===== config.mk =====
export PLATFORM = sky130hd
export DESIGN_NAME = pressed_key_table
export DESIGN_NICKNAME = d
export VERILOG_FILES = /design/src/pkt_pkg.sv /design/src/pressed_key_table.sv /design/src/pkt_ram.sv /design/src/pkt_match.sv
export SDC_FILE = /design/constraint.sdc
export NUM_CORES = 1
export LEC_CHECK = 0
export ABC_AREA = 1
export BUFFER_PORTS_ARGS = -buffer_cell sky130_fd_sc_hd__buf_2
export CORE_ASPECT_RATIO = 1.25
export CORE_MARGIN = 4
export CORE_UTILIZATION = 55
export CTS_CLUSTER_SIZE = 24
export DETAILED_ROUTE_END_ITERATION = 12
export PLACE_DENSITY = 0.7
export SKIP_CTS_REPAIR_TIMING = 1
export SYNTH_ARGS = -nofsm -noshare
export SYNTH_HDL_FRONTEND = slang
export SYNTH_HIERARCHICAL = 1
export SYNTH_SLANG_ARGS = --single-unit

===== constraint.sdc =====
create_clock -name clk -period 13.3 [get_ports clk]
set_clock_uncertainty 0.1 [all_clocks]
set_input_delay 0 -clock clk [delete_from_list [all_inputs] [get_ports clk]]
set_output_delay 0 -clock clk [all_outputs]
set_load 0.02 [all_outputs]

===== src/pkt_pkg.sv =====
package pkt_pkg;

	localparam int MAX_KEYS = 16;
	localparam int KEY_W    = 25;
	localparam int CODE_W   = 16;
	localparam int OP_W     = 3;
	localparam int MOD_W    = 4;
	localparam int HELD_W   = 5;
	localparam int IDX_W    = $clog2(MAX_KEYS);
	localparam int CNT_W    = $clog2(MAX_KEYS + 1);
	localparam int ENTRY_W  = KEY_W + CODE_W;

	localparam logic [KEY_W-1:0] SHIFT_KEY   = 25'h1000020;
	localparam logic [KEY_W-1:0] CONTROL_KEY = 25'h1000021;
	localparam logic [KEY_W-1:0] META_KEY    = 25'h1000022;
	localparam logic [KEY_W-1:0] ALT_KEY     = 25'h1000023;

	typedef enum logic [OP_W-1:0] {
		OP_PRESS   = 3'd0,
		OP_RELEASE = 3'd1,
		OP_QUERY   = 3'd2,
		OP_READ    = 3'd3,
		OP_CLEAR   = 3'd4
	} pkt_op_t;

	typedef enum logic [1:0] {
		INS_NONE   = 2'd0,
		INS_ALWAYS = 2'd1,
		INS_IFMISS = 2'd2
	} pkt_ins_t;

	// what the compare unit looks for
	typedef struct packed {
		logic [KEY_W-1:0]  key;
		logic [CODE_W-1:0] code;
	} pkt_target_t;

	// one sweep over the table
	typedef struct packed {
		pkt_target_t tgt;
		logic        remove;
		pkt_ins_t    ins_mode;
	} pkt_scan_t;

	// modifier bit order: shift, control, alt, meta
	function automatic logic [KEY_W-1:0] mod_key(input logic [1:0] idx);
		logic [KEY_W-1:0] k;
		case (idx)
			2'd0: k = SHIFT_KEY;
			2'd1: k = CONTROL_KEY;
			2'd2: k = ALT_KEY;
			default: k = META_KEY;
		endcase
		return k;
	endfunction

endpackage


===== src/pressed_key_table.sv =====
// channel  direction  handshake                 payload
// command  in         start, busy               op, key_value, scan_code, auto_repeat,
//                                               modifier_bits, text_char, want_unicode
// result   out        done (one-cycle strobe)   is_held, held_count, last_value, dropped
//
// an item is taken at an edge with start high and busy low; one result per item follows
// a sweep compares one ram entry per cycle; an insert is written in the post state after it
// read last, clear all, auto-repeat and unused ops: no sweep, the item goes straight to the result state
// press, release and query: one sweep; press and release also sweep each modifier key when modifiers change
// reset clears the valid bits, count, latches and modifiers at once; no clearing pass
// the receiver cannot stall: done is high for exactly one cycle per item
module pressed_key_table import pkt_pkg::*; (
	input  logic              clk,
	input  logic              arst_n,
	input  logic              start,
	output logic              busy,
	input  logic [OP_W-1:0]   op,
	input  logic [KEY_W-1:0]  key_value,
	input  logic [CODE_W-1:0] scan_code,
	input  logic              auto_repeat,
	input  logic [MOD_W-1:0]  modifier_bits,
	input  logic [CODE_W-1:0] text_char,
	input  logic              want_unicode,
	output logic              done,
	output logic              is_held,
	output logic [HELD_W-1:0] held_count,
	output logic [KEY_W-1:0]  last_value,
	output logic              dropped
);

	typedef enum logic [2:0] {
		ST_IDLE,
		ST_MODSET,
		ST_SCAN,
		ST_POST,
		ST_RESP
	} state_t;

	state_t             state_q;

	// item held for the whole operation
	pkt_op_t            op_q;
	logic [MOD_W-1:0]   mods_q;

	// table bookkeeping; keys and codes live in the ram
	logic [MAX_KEYS-1:0] entry_valid_q;
	logic [CNT_W-1:0]    count_q;
	logic [KEY_W-1:0]    latched_key_q;
	logic [CODE_W-1:0]   latched_char_q;
	logic [MOD_W-1:0]    prev_mods_q;

	// sweep control
	pkt_scan_t          scan_q;
	logic [IDX_W-1:0]   idx_q;
	logic               issue_q;
	logic               vld_s1;
	logic [IDX_W-1:0]   idx_s1;
	logic               hit_any_q;
	logic               found_free_q;
	logic [IDX_W-1:0]   free_idx_q;
	logic               mod_phase_q;
	logic [1:0]         mod_idx_q;

	// result registers
	logic               done_q;
	logic               res_held_q;
	logic [HELD_W-1:0]  res_count_q;
	logic [KEY_W-1:0]   res_last_q;
	logic               res_drop_q;

	// entry ram port signals
	logic               ram_wr_en;
	logic [ENTRY_W-1:0] ram_wr_data;
	logic [ENTRY_W-1:0] ram_rd_data;
	logic [KEY_W-1:0]   rd_key;
	logic [CODE_W-1:0]  rd_code;

	logic               hit;
	logic               remove_hit;
	logic               do_insert;
	logic               accept;

	localparam logic [IDX_W-1:0] LAST_IDX = IDX_W'(MAX_KEYS - 1);

	assign accept = start && (state_q == ST_IDLE);
	assign busy   = (state_q != ST_IDLE);

	assign {rd_key, rd_code} = ram_rd_data;

	pkt_ram #(
		.WIDTH (ENTRY_W),
		.DEPTH (MAX_KEYS)
	) u_entries (
		.clk     (clk),
		.wr_en   (ram_wr_en),
		.wr_addr (free_idx_q),
		.wr_data (ram_wr_data),
		.rd_addr (idx_q),
		.rd_data (ram_rd_data)
	);

	// shared compare unit, one entry per cycle
	pkt_match u_match (
		.entry_valid (entry_valid_q[idx_s1]),
		.entry_key   (rd_key),
		.entry_code  (rd_code),
		.tgt         (scan_q.tgt),
		.hit         (hit)
	);

	assign remove_hit = vld_s1 && hit && scan_q.remove;

	assign do_insert = (scan_q.ins_mode == INS_ALWAYS) ||
		((scan_q.ins_mode == INS_IFMISS) && !hit_any_q);

	// insert goes to the first free slot found during the sweep
	assign ram_wr_en   = (state_q == ST_POST) && do_insert && found_free_q;
	assign ram_wr_data = {scan_q.tgt.key, scan_q.tgt.code};

	always_ff @(posedge clk or negedge arst_n) begin
		if (!arst_n) begin
			state_q        <= ST_IDLE;
			op_q           <= OP_PRESS;
			mods_q         <= '0;
			entry_valid_q  <= '0;
			count_q        <= '0;
			latched_key_q  <= '0;
			latched_char_q <= '0;
			prev_mods_q    <= '0;
			scan_q         <= '0;
			idx_q          <= '0;
			issue_q        <= 1'b0;
			vld_s1         <= 1'b0;
			idx_s1         <= '0;
			hit_any_q      <= 1'b0;
			found_free_q   <= 1'b0;
			free_idx_q     <= '0;
			mod_phase_q    <= 1'b0;
			mod_idx_q      <= '0;
			done_q         <= 1'b0;
			res_held_q     <= 1'b0;
			res_count_q    <= '0;
			res_last_q     <= '0;
			res_drop_q     <= 1'b0;
		end else begin
			done_q <= 1'b0;
			case (state_q)
				ST_IDLE: begin
					if (accept) begin
						op_q         <= pkt_op_t'(op);
						mods_q       <= modifier_bits;
						mod_phase_q  <= 1'b0;
						res_held_q   <= 1'b0;
						res_last_q   <= '0;
						res_drop_q   <= 1'b0;
						idx_q        <= '0;
						issue_q      <= 1'b1;
						vld_s1       <= 1'b0;
						hit_any_q    <= 1'b0;
						found_free_q <= 1'b0;
						state_q      <= ST_RESP;
						case (pkt_op_t'(op))
							OP_PRESS: begin
								latched_key_q  <= key_value;
								latched_char_q <= text_char;
								scan_q.tgt.key  <= key_value;
								scan_q.tgt.code <= scan_code;
								// coded press replaces, uncoded press only adds if absent
								scan_q.remove   <= (scan_code != '0);
								scan_q.ins_mode <= (scan_code != '0) ? INS_ALWAYS : INS_IFMISS;
								if (!auto_repeat) begin
									state_q <= ST_SCAN;
								end
							end
							OP_RELEASE: begin
								scan_q.tgt.key  <= key_value;
								scan_q.tgt.code <= scan_code;
								scan_q.remove   <= 1'b1;
								scan_q.ins_mode <= INS_NONE;
								if (!auto_repeat) begin
									state_q <= ST_SCAN;
								end
							end
							OP_QUERY: begin
								// code zeroed so the compare is on key value alone
								scan_q.tgt.key  <= key_value;
								scan_q.tgt.code <= '0;
								scan_q.remove   <= 1'b0;
								scan_q.ins_mode <= INS_NONE;
								state_q         <= ST_SCAN;
							end
							OP_READ: begin
								res_last_q     <= want_unicode ? KEY_W'(latched_char_q)
									: latched_key_q;
								latched_key_q  <= '0;
								latched_char_q <= '0;
							end
							OP_CLEAR: begin
								entry_valid_q  <= '0;
								count_q        <= '0;
								latched_key_q  <= '0;
								latched_char_q <= '0;
								prev_mods_q    <= '0;
							end
							default: begin
							end
						endcase
					end
				end

				ST_MODSET: begin
					// one sweep per modifier key, without a code
					scan_q.tgt.key  <= mod_key(mod_idx_q);
					scan_q.tgt.code <= '0;
					scan_q.remove   <= !mods_q[mod_idx_q];
					scan_q.ins_mode <= mods_q[mod_idx_q] ? INS_IFMISS : INS_NONE;
					idx_q           <= '0;
					issue_q         <= 1'b1;
					vld_s1          <= 1'b0;
					hit_any_q       <= 1'b0;
					found_free_q    <= 1'b0;
					state_q         <= ST_SCAN;
				end

				ST_SCAN: begin
					// address stage
					if (issue_q) begin
						idx_q <= idx_q + IDX_W'(1);
						if (idx_q == LAST_IDX) begin
							issue_q <= 1'b0;
						end
					end
					vld_s1 <= issue_q;
					idx_s1 <= idx_q;
					// compare stage on the entry just read
					if (vld_s1) begin
						if (hit) begin
							hit_any_q <= 1'b1;
						end
						if (remove_hit) begin
							entry_valid_q[idx_s1] <= 1'b0;
							count_q               <= count_q - CNT_W'(1);
						end
						if (!found_free_q && (!entry_valid_q[idx_s1] || remove_hit)) begin
							found_free_q <= 1'b1;
							free_idx_q   <= idx_s1;
						end
						if (idx_s1 == LAST_IDX) begin
							state_q <= ST_POST;
						end
					end
				end

				ST_POST: begin
					if (do_insert) begin
						if (found_free_q) begin
							entry_valid_q[free_idx_q] <= 1'b1;
							count_q                   <= count_q + CNT_W'(1);
						end else begin
							res_drop_q <= 1'b1;
						end
					end
					if (op_q == OP_QUERY) begin
						res_held_q <= hit_any_q;
					end
					state_q <= ST_RESP;
					if (!mod_phase_q) begin
						if ((op_q != OP_QUERY) && (mods_q != prev_mods_q)) begin
							prev_mods_q <= mods_q;
							mod_phase_q <= 1'b1;
							mod_idx_q   <= '0;
							state_q     <= ST_MODSET;
						end
					end else if (mod_idx_q != 2'd3) begin
						mod_idx_q <= mod_idx_q + 2'd1;
						state_q   <= ST_MODSET;
					end
				end

				ST_RESP: begin
					done_q      <= 1'b1;
					res_count_q <= HELD_W'(count_q);
					state_q     <= ST_IDLE;
				end

				default: begin
					state_q <= ST_IDLE;
				end
			endcase
		end
	end

	assign done       = done_q;
	assign is_held    = res_held_q;
	assign held_count = res_count_q;
	assign last_value = res_last_q;
	assign dropped    = res_drop_q;

	// result strobe never stays high back to back
	assert property (@(posedge clk) disable iff (!arst_n) done_q |=> !done_q)
		else $error("result strobe held for two cycles");

	// count never exceeds the table size
	assert property (@(posedge clk) disable iff (!arst_n) count_q <= CNT_W'(MAX_KEYS))
		else $error("held count above table size");

	// an insert never lands on a live entry
	assert property (@(posedge clk) disable iff (!arst_n)
		ram_wr_en |-> !entry_valid_q[free_idx_q])
		else $error("insert overwrites a valid entry");

	// an accepted item makes the block busy
	assert property (@(posedge clk) disable iff (!arst_n) accept |=> busy)
		else $error("item accepted without going busy");

	// the sweep ends only after its last entry was compared
	assert property (@(posedge clk) disable iff (!arst_n)
		(state_q == ST_POST) |-> ($past(vld_s1) && ($past(idx_s1) == LAST_IDX)))
		else $error("sweep ended early");

endmodule


===== src/pkt_ram.sv =====
module pkt_ram #(
	parameter int WIDTH = 8,
	parameter int DEPTH = 16
) (
	input  logic                     clk,
	input  logic                     wr_en,
	input  logic [$clog2(DEPTH)-1:0] wr_addr,
	input  logic [WIDTH-1:0]         wr_data,
	input  logic [$clog2(DEPTH)-1:0] rd_addr,
	output logic [WIDTH-1:0]         rd_data
);

	logic [WIDTH-1:0] mem_q [DEPTH];

	always_ff @(posedge clk) begin
		if (wr_en) begin
			mem_q[wr_addr] <= wr_data;
		end
		rd_data <= mem_q[rd_addr];
	end

endmodule


===== src/pkt_match.sv =====
module pkt_match import pkt_pkg::*; (
	input  logic              entry_valid,
	input  logic [KEY_W-1:0]  entry_key,
	input  logic [CODE_W-1:0] entry_code,
	input  pkt_target_t       tgt,
	output logic              hit
);

	logic key_eq;
	logic code_eq;
	logic code_none;

	assign key_eq    = (entry_key == tgt.key);
	assign code_eq   = (entry_code == tgt.code);
	assign code_none = (entry_code == '0);

	// with a code: same code, or no code and same key; without: same key
	always_comb begin
		if (tgt.code != '0) begin
			hit = entry_valid && (code_eq || (code_none && key_eq));
		end else begin
			hit = entry_valid && key_eq;
		end
	end

endmodule

Word level (Yosys, flattened, before mapping) --
Memories as Yosys holds them, arrays and structs flattened. A register that Yosys moved wholly into a read port is not among the register bits. Index checks and enable logic that the tools add are counted.
Storage, ports and cells: flip-flop bits (word level) 172, latch bits 0, RAM bits 656, memory bits (read-only) 0, bits of input ports 69, word-level logic and storage cells 201, memories kept 1
Cells by class: $add $sub $neg 4, multiply operators 0, div/mod/pow operators 0, $lt $le $gt $ge 5, eq/ne operators 36, shift operators 0, mux-type cells 76, bitwise operators 3, reduce and logical (&&, ||, !) cells 50
Memory list:
- u_entries.mem_q | words 16, width 41, read ports 1, clocked after memory_dff 1, write ports 1, line pkt_ram.sv:13 | logic [WIDTH-1:0] mem_q [DEPTH];
Operators by type and width (count):
- case mux 44 bit (3 select lines) | 1
- two-way mux 16 bit | 6
- case mux 44 bit (2 select lines) | 1
- two-way mux 25 bit | 2
- case mux 25 bit (2 select lines) | 1
- case mux 16 bit (3 select lines) | 1
- two-way mux 44 bit | 1
- case mux 16 bit (2 select lines) | 1
- nonzero test 16 bit | 2
- two-way mux 5 bit | 6
- equality test 25 bit | 1
- two-way mux 4 bit | 6
- != test 2 bit (second input constant) | 12
- two-way mux 1 bit | 21
- two-way mux 3 bit | 7
- AND reduction 3 bit | 7
- bitwise AND 16 bit | 1
- equality test 16 bit | 1
- zero test 16 bit | 1
- NOT 16 bit | 1
- bitwise OR 16 bit | 1
- equality test 3 x 2 -> 1 bit (second input constant) | 5
- case mux 5 bit (3 select lines) | 1
- logical AND 1 bit | 13
- other kinds (38) | 74

Logic depth before layout (Yosys ltp) --
Gate-level depths: netlist (run 1).
word-level depth 12, depth in mapped cells 19

Modules after synthesis --
The synthesis (run 1) kept the hierarchy.
Modules (own cells, without submodules):
- pkt_ram | instances 1, cells an instance 2710, area an instance 29119.2 sq um
- pressed_key_table | instances 1, cells an instance 937, area an instance 8001.4 sq um
- pkt_match | instances 1, cells an instance 235, area an instance 925.9 sq um

Least setup slack after synthesis (run 1) --
OpenSTA, ideal clock, no wires.
kind register to register, from register ram_wr_data[12] (netlist name), to memory u_entries/mem_q[10][0] (netlist bit), enable pin, setup time 0.440 ns, data arrival time 3.979 ns, setup slack 8.781 ns, cell stages (with the launch flop) 20, clock period less this slack 4.519 ns, cell sequence dfrtp_1 inv_1 nand2_1 nand2_1 nor2_1 nand2_1 nor2_1 nand2_1 nor2_1 nor2_1 nor2_1 nand3_1 nand2_1 nand2_1 nor3_2 nand2_4 buf_2 nor2_1 nand3_1 nor2_1
RTL lines (line):
- end: declaration | pkt_ram.sv:13

==> impl_metrics.yaml, run 1 <==
timing:
  rsz0062_at_grt: "false"
  worst_pin_slew_ns: 1.16
  max-slew-margin-rel: 0.227
  tns_ns: 0
  period_share: 0.379
  fin_hold_ws_ns: 0.0368
  drv_slew: 0
  period_needed_ns: 5.04
  timing.final.ws_setup_ns: 8.26
  timing.fmax_ghz: 0.198
  hold_viol: 0
  setup_viol: 0
clocking:
  cts.sinks: 869
  htree_levels: 3
  clock_path_buffers: 3
  tritoncts: "done"
  cts.clk_slew.worst_paths_ns: 0.06
  clk_latency_ns: 0.62
  cts_root_buf: "clkbuf_16"
  cts_buffers: 81
routing:
  wirelength_mm: 91.4
  viasPerCell: 5.30
  wl_per_cell_um: 18.3
  first_pass_iters: 7
  route.met2.wl_mm: 46.1
  num_vias: 26500
  top_layer_used: "met4"
  wl_met3_mm: 6.29
  first_iter_violations: 2346
  wl_met1_mm: 36.8
  drc: 0
  antenna_left: 0
job:
  drv_cap: 0
min_path:
  min_from: "text_char[6]"
  hold_path.class: "input port to flip-flop"
critical_path:
  slowest_stage: "dfrtp_1"
  critical_path_class: "flip-flop to flip-flop"
  worstReg2RegStart: "ram_wr_data[15]"
  critical-path-top-delay-family: "simple AND/OR/NAND/NOR gates"
  cp.required_ns: 13.44
  endpoint_kind: "flip-flop"
  cp_common_cell: "nor2_1"
  worst_setup_path_start_kind: "flip-flop"
  cp.arrival_ns: 5.18
  slowest_delay_ns: 0.72
  path_buf_inv: 2
  crit_start: "ram_wr_data[15]"
  crit_chain: "nand2_1 > inv_1 > nor2_1 > nor2_1 > nand2_1 > nor2_1 > nand2_1 > nor2_1 > nor2_1 > nor2_1 > nand3_1 > nand2_1 > nand2_1 > nor3_2 > nand2_4 > nor2_1 > nand3_1 > nor2_4 > buf_4"
  worstPathMaxFanout: 31
placed_design:
  place.gp.congestion: 0.829
  place_hpwl_mm: 47.5
  pre_cts_ws_ns: 8.34
  io_buffers: 102
global_route:
  grt_max_degree: 170
  grt_pass1_wl_mm: 140
  overflow: 0
  antenna_found_initial: 2
  grt_pass1_vias: 25100
  grt_usage: 0.244
yosys:
  ys_top_cells_by_area: "edfxtp_1, nand2_1, dfrtp_1, nand3_1, inv_1"
  yosys-top-cells-count: "nand2_1, edfxtp_1, inv_1"
  seq_area_frac_synth: 0.652
  ys_ff_latch: 869
  synth_edf_count: 656
  yosys.area.top_type_share: 0.518
  syn-cell-area_um2: 38000
  synth_cells: 3882
  avgSynthCellArea_um2: 9.80
  synth_warnings: 6
  yosysMostFrequentCell: "nand2_1"
  ys_types: 40
  syn-num-nets: 3958
  synth_largest_area_cell: "edfxtp_1"
  synthArstFlopShare: 0.198
  synth_flop_cell: "edfxtp_1"
power_and_ir_drop:
  peakVddDrop_uv: 111
  sw_frac_of_total: 0.198
  p_per_area_nw_per_um2: 131
  seqPwrFrac: 0.522
  combPwrFrac: 0.025
  pwr-share-clk: 0.453
  p_int_w: 0.00449
  leakage_nw: 19.3
  power.total_w: 0.00560
  netSwitchingPower_w: 0.00111
finish:
  finalNetCount: 4082
  diodes: 0
  layout-drive-gt1-share: 0.0813
  synthToLayoutAreaGrowth_pct: 12.4
floorplanning:
  die_h_um: 302
  initial_core_util: 0.556
  pin_count: 103
  die_area_um2: 73500
  core_area_um2: 68400
  fp-row-count: 107
  die_w_um: 243
run_status:
  status: "completed"
==> per-stage QoR <==
| step | cells | util | instance area [um^2] |
|---|---|---|---|
| 2_1_floorplan | 3882 | - | 38000 |
| 3_3_place_gp | 4770 | 0.570 | 39000 |
| 3_5_place_dp | 4770 | 0.570 | 39000 |
| 4_1_cts | 4919 | 0.613 | 42000 |
| 5_1_grt | 4998 | 0.625 | 42800 |
| 6_report | 4998 | 0.625 | 42800 |
==> power by group through the flow <==
stage | combinational, W | sequential [W] | clock, W
finish | 0.000139 | 0.00292 | 0.00254
global route | 0.000153 | 0.00292 | 0.00269
CTS | 0.000120 | 0.00292 | 0.00257
detailed placement | 0.000119 | 0.00298 | 0
global placement | 0.000118 | 0.00298 | 0
floorplan | 0.0000599 | 0.00298 | 0
==> placed cells by master, fill, tap and decap left out, types with 3 or more instances in the layout <==
cell,instances
o31ai_1,9
nand2_1,1235
clkinv_1,6
o211ai_1,16
clkinvlp_4,4
inv_6,3
xnor2_1,7
ha_1,6
nor2_1,97
inv_1,638
xor2_1,9
clkbuf_1,4
nand4_1,4
edfxtp_1,656
o22ai_1,7
dfxtp_1,41
dfrtp_1,168
nand3_1,567
inv_4,3
clkbuf_8,9
a31oi_1,4
dfrtp_4,3
o21ai_1,10
buf_2,101
nor2_4,21
dlygate4sd3_1,78
bufinv_16,16
nand2_2,4
clkinv_2,19
o21ai_0,127
o22a_1,3
nor3_1,4
buf_4,36
a21oi_1,21
a22o_1,22
clkbuf_16,86
inv_2,11
==> cells by family (layout without fill, tap and decap cells) <==
group	Yosys count	after routing	synth area share
flip-flops	869	869	0.652
buffers and inverters	830	1020	0.0949
AO/OA/AOI/OAI	222	222	0.0341
XOR/XNOR	16	16	0.00368
AND/OR/NAND/NOR	1938	1938	0.212
adder cells (fa/ha/maj)	7	7	0.00250
==> metal layers <==
layer  up-vias  global-route usage
met4         0              0.0698
met3       152              0.0331
met1     12700               0.318
met2       920               0.432
li1      12700                   -
met5         -                   0
==> tightest hold or removal path: stages <==
cell and delay (ns):
dlygate4sd3_1 0.51, buf_2 0.09, nand3_1 0.06, nand2_1 0.05
==> final timing paths <==
path	slack, ns	to	cells after the start
min reg2reg	0.38	last_value[24]	2
max in group asynchronous	11.80	ram_wr_data[35]	4
min in group asynchronous	0.41	held_count[1]	4
max	8.26	u_entries/mem_q[3][31]	19
min	0.04	latched_char_q[6]	4
max reg2reg	8.26	u_entries/mem_q[3][31]	19
==> final cells by class <==
class                   instances  area, um^2
clock inverters                51         694
fillers                      5334       25600
multi-input cells            2183        9740
clock buffers                  98        2280
repair buffers                217        1600
flip-flops and latches        869       24800
inverters                     654        2470
well taps                     926        1160
==> state kept, by name, indices dropped and copies added (netlist names), 2 cells and up <==
signal and count:
idx_q 4, mod_idx_q 2, latched_char_q 16, mods_q 4, ram_wr_data 41, u_entries/mem_q 656
latched_key_q 25, free_idx_q 4, state_q 3, scan_q 3, held_count 5, u_entries/rd_data 41
entry_valid_q 16, last_value 25, op_q 3, prev_mods_q 4, count_q 5, idx_s1 4
(Power assumes the default switching activity.)
==> inputs of run 2 (changes only) <==
--- a/config.mk
+++ b/config.mk
@@ -12,7 +12,7 @@
 export CORE_UTILIZATION = 55
 export CTS_CLUSTER_SIZE = 24
 export DETAILED_ROUTE_END_ITERATION = 12
-export PLACE_DENSITY = 0.7
+export PLACE_DENSITY = 0.72
 export SKIP_CTS_REPAIR_TIMING = 1
 export SYNTH_ARGS = -nofsm -noshare
 export SYNTH_HDL_FRONTEND = slang
==> constraint.sdc (replaced) <==
create_clock -name clk -period 4.45 [get_ports clk]
set_clock_uncertainty 0.1 [all_clocks]
set_input_delay 0 -clock clk [delete_from_list [all_inputs] [get_ports clk]]
set_output_delay 0 -clock clk [all_outputs]
set_load 0.02 [all_outputs]
==> impl_metrics.yaml, run 2 (same netlist as run 1, synthesis figures left out) <==
clocking:
  clk_latency_ns: 0.64
  cts_buffers: 83
  cts.sinks: 869
  htree_levels: 3
  cts_root_buf: "clkbuf_16"
  tritoncts: "done"
  clock_path_buffers: 3
  cts.clk_slew.worst_paths_ns: 0.06
job:
  drv_cap: 0
critical_path:
  rrSetupSlack_ns: 0.52
  worst_setup_path_start_kind: "flip-flop"
  endpoint_kind: "flip-flop"
  reg2regPathDepth: 20
  critical_path_class: "flip-flop to flip-flop"
  worstPathMaxFanout: 20
  cp.arrival_ns: 4.15
  cp.required_ns: 4.67
timing:
  setup_viol: 0
  period_needed_ns: 3.93
  hold_viol: 0
  worst_pin_slew_ns: 1.10
  timing.final.ws_setup_ns: 0.518
  rsz0062_at_grt: "false"
  max-slew-margin-rel: 0.266
  timing.fmax_ghz: 0.254
  period_share: 0.884
  drv_slew: 0
finish:
  final_common_cell: "nand2_1"
  diodes: 0
  synthToLayoutAreaGrowth_pct: 14.0
  final_cell_mix: "nand2_1, edfxtp_1, inv_1, nand3_1, dfrtp_1"
  largest_reg_flops: 656
  layout-drive-gt1-share: 0.0906
  finalNetCount: 4144
  regMostFlops: "u_entries/mem_q"
global_route:
  grt_max_degree: 146
  use_met2: 0.432
  grt_usage: 0.257
  grt_util_met3: 0.0377
  grt.busiest_layer: "met2"
  grt_pass1_vias: 26100
  antenna_found_initial: 2
  grtUsageMet1: 0.348
  grt_pass1_wl_mm: 147
  overflow: 0
min_path:
  min_path_cells: 4
  hold_path.class: "input port to flip-flop"
placed_design:
  io_buffers: 102
  pre_cts_ws_ns: 0.667
  place.gp.congestion: 0.859
  place_hpwl_mm: 55.1
power_and_ir_drop:
  peakVddDrop_uv: 337
  leakage_nw: 19.6
  power.total_w: 0.0163
  p_per_area_nw_per_um2: 376
floorplanning:
  die_w_um: 243
  die_h_um: 302
  pin_count: 103
  core_area_um2: 68400
  initial_core_util: 0.556
  fp-row-count: 107
  die_area_um2: 73500
routing:
  drc: 0
  num_vias: 27400
  viasPerCell: 5.41
  antenna_left: 0
  wl_per_cell_um: 19.1
  first_iter_violations: 2850
  first_pass_iters: 5
  wirelength_mm: 96.6
run_status:
  status: "completed"
## run 2: cell types whose count changed in the layout (fill, tap and decap cells not counted), sizes merged
cell         before  now
buf             138  199
clkbuf           99  119
bufinv           16    7
clkinv           28   25
inv             657  655
clkinvlp          4    3
dlygate4sd3      78   77
## run 2: critical path: stages, from the launching register on
cell	delay [ns]
dfrtp_1	0.71
nand2_1	0.10
inv_1	0.08
nor2_1	0.04
nor2_1	0.11
nand2_1	0.06
nor2_1	0.13
nand2_1	0.06
nor2_1	0.29
nor2_1	0.16
nor2_1	0.16
nand3_1	0.14
nand2_1	0.09
nand2_1	0.06
nor3_2	0.19
nand2_4	0.06
nor2_1	0.12
buf_4	0.16
nand2_1	0.23
nor2_4	0.26
buf_4	0.28
## run 2: routing by layer
layer,up-vias,share of wire
met5,-,0.00028
met2,1190,0.49
met4,4,0.030
met1,13100,0.40
met3,203,0.079
li1,12900,-
## run 2: final cells by class
class | instances | area, um^2
Clock inverter | 36 | 398
Sequential cell | 869 | 24800
Clock buffer | 118 | 2360
Timing Repair Buffer | 277 | 2420
Inverter | 654 | 2470
Fill cell | 5302 | 25000
Multi-Input combinational cell | 2183 | 9740
Tap cell | 926 | 1160
## run 2: worst paths after layout
| check | from | end |
|---|---|---|
| max in group asynchronous | arst_n | ram_wr_data[33] |
| hold reg to reg | op_q[1] | op_q[1] |
| setup reg to reg | ram_wr_data[6] | u_entries/mem_q[12][33] |
| setup / recovery | ram_wr_data[6] | u_entries/mem_q[12][33] |
| hold / removal | text_char[10] | latched_char_q[10] |
| min in group asynchronous | arst_n | held_count[2] |
## run 2: per-stage QoR
stage,util,hold slack (ns),std cells,TNS [ns],area (um^2)
2_1_floorplan,-,-0.396,3882,-31.86,38100
3_3_place_gp,0.582,-0.0142,4831,0,39800
3_5_place_dp,0.582,-0.00777,4831,0,39800
4_1_cts,0.623,-0.684,4985,0,42600
5_1_grt,0.634,0.0421,5063,0,43400
6_report,0.634,0.0245,5063,0,43400
## run 2: power by group
part	internal, W	switching, W
registers	0.00867	0.0000738
clock network	0.00413	0.00300
logic	0.000146	0.000272
total	0.0130	0.00334
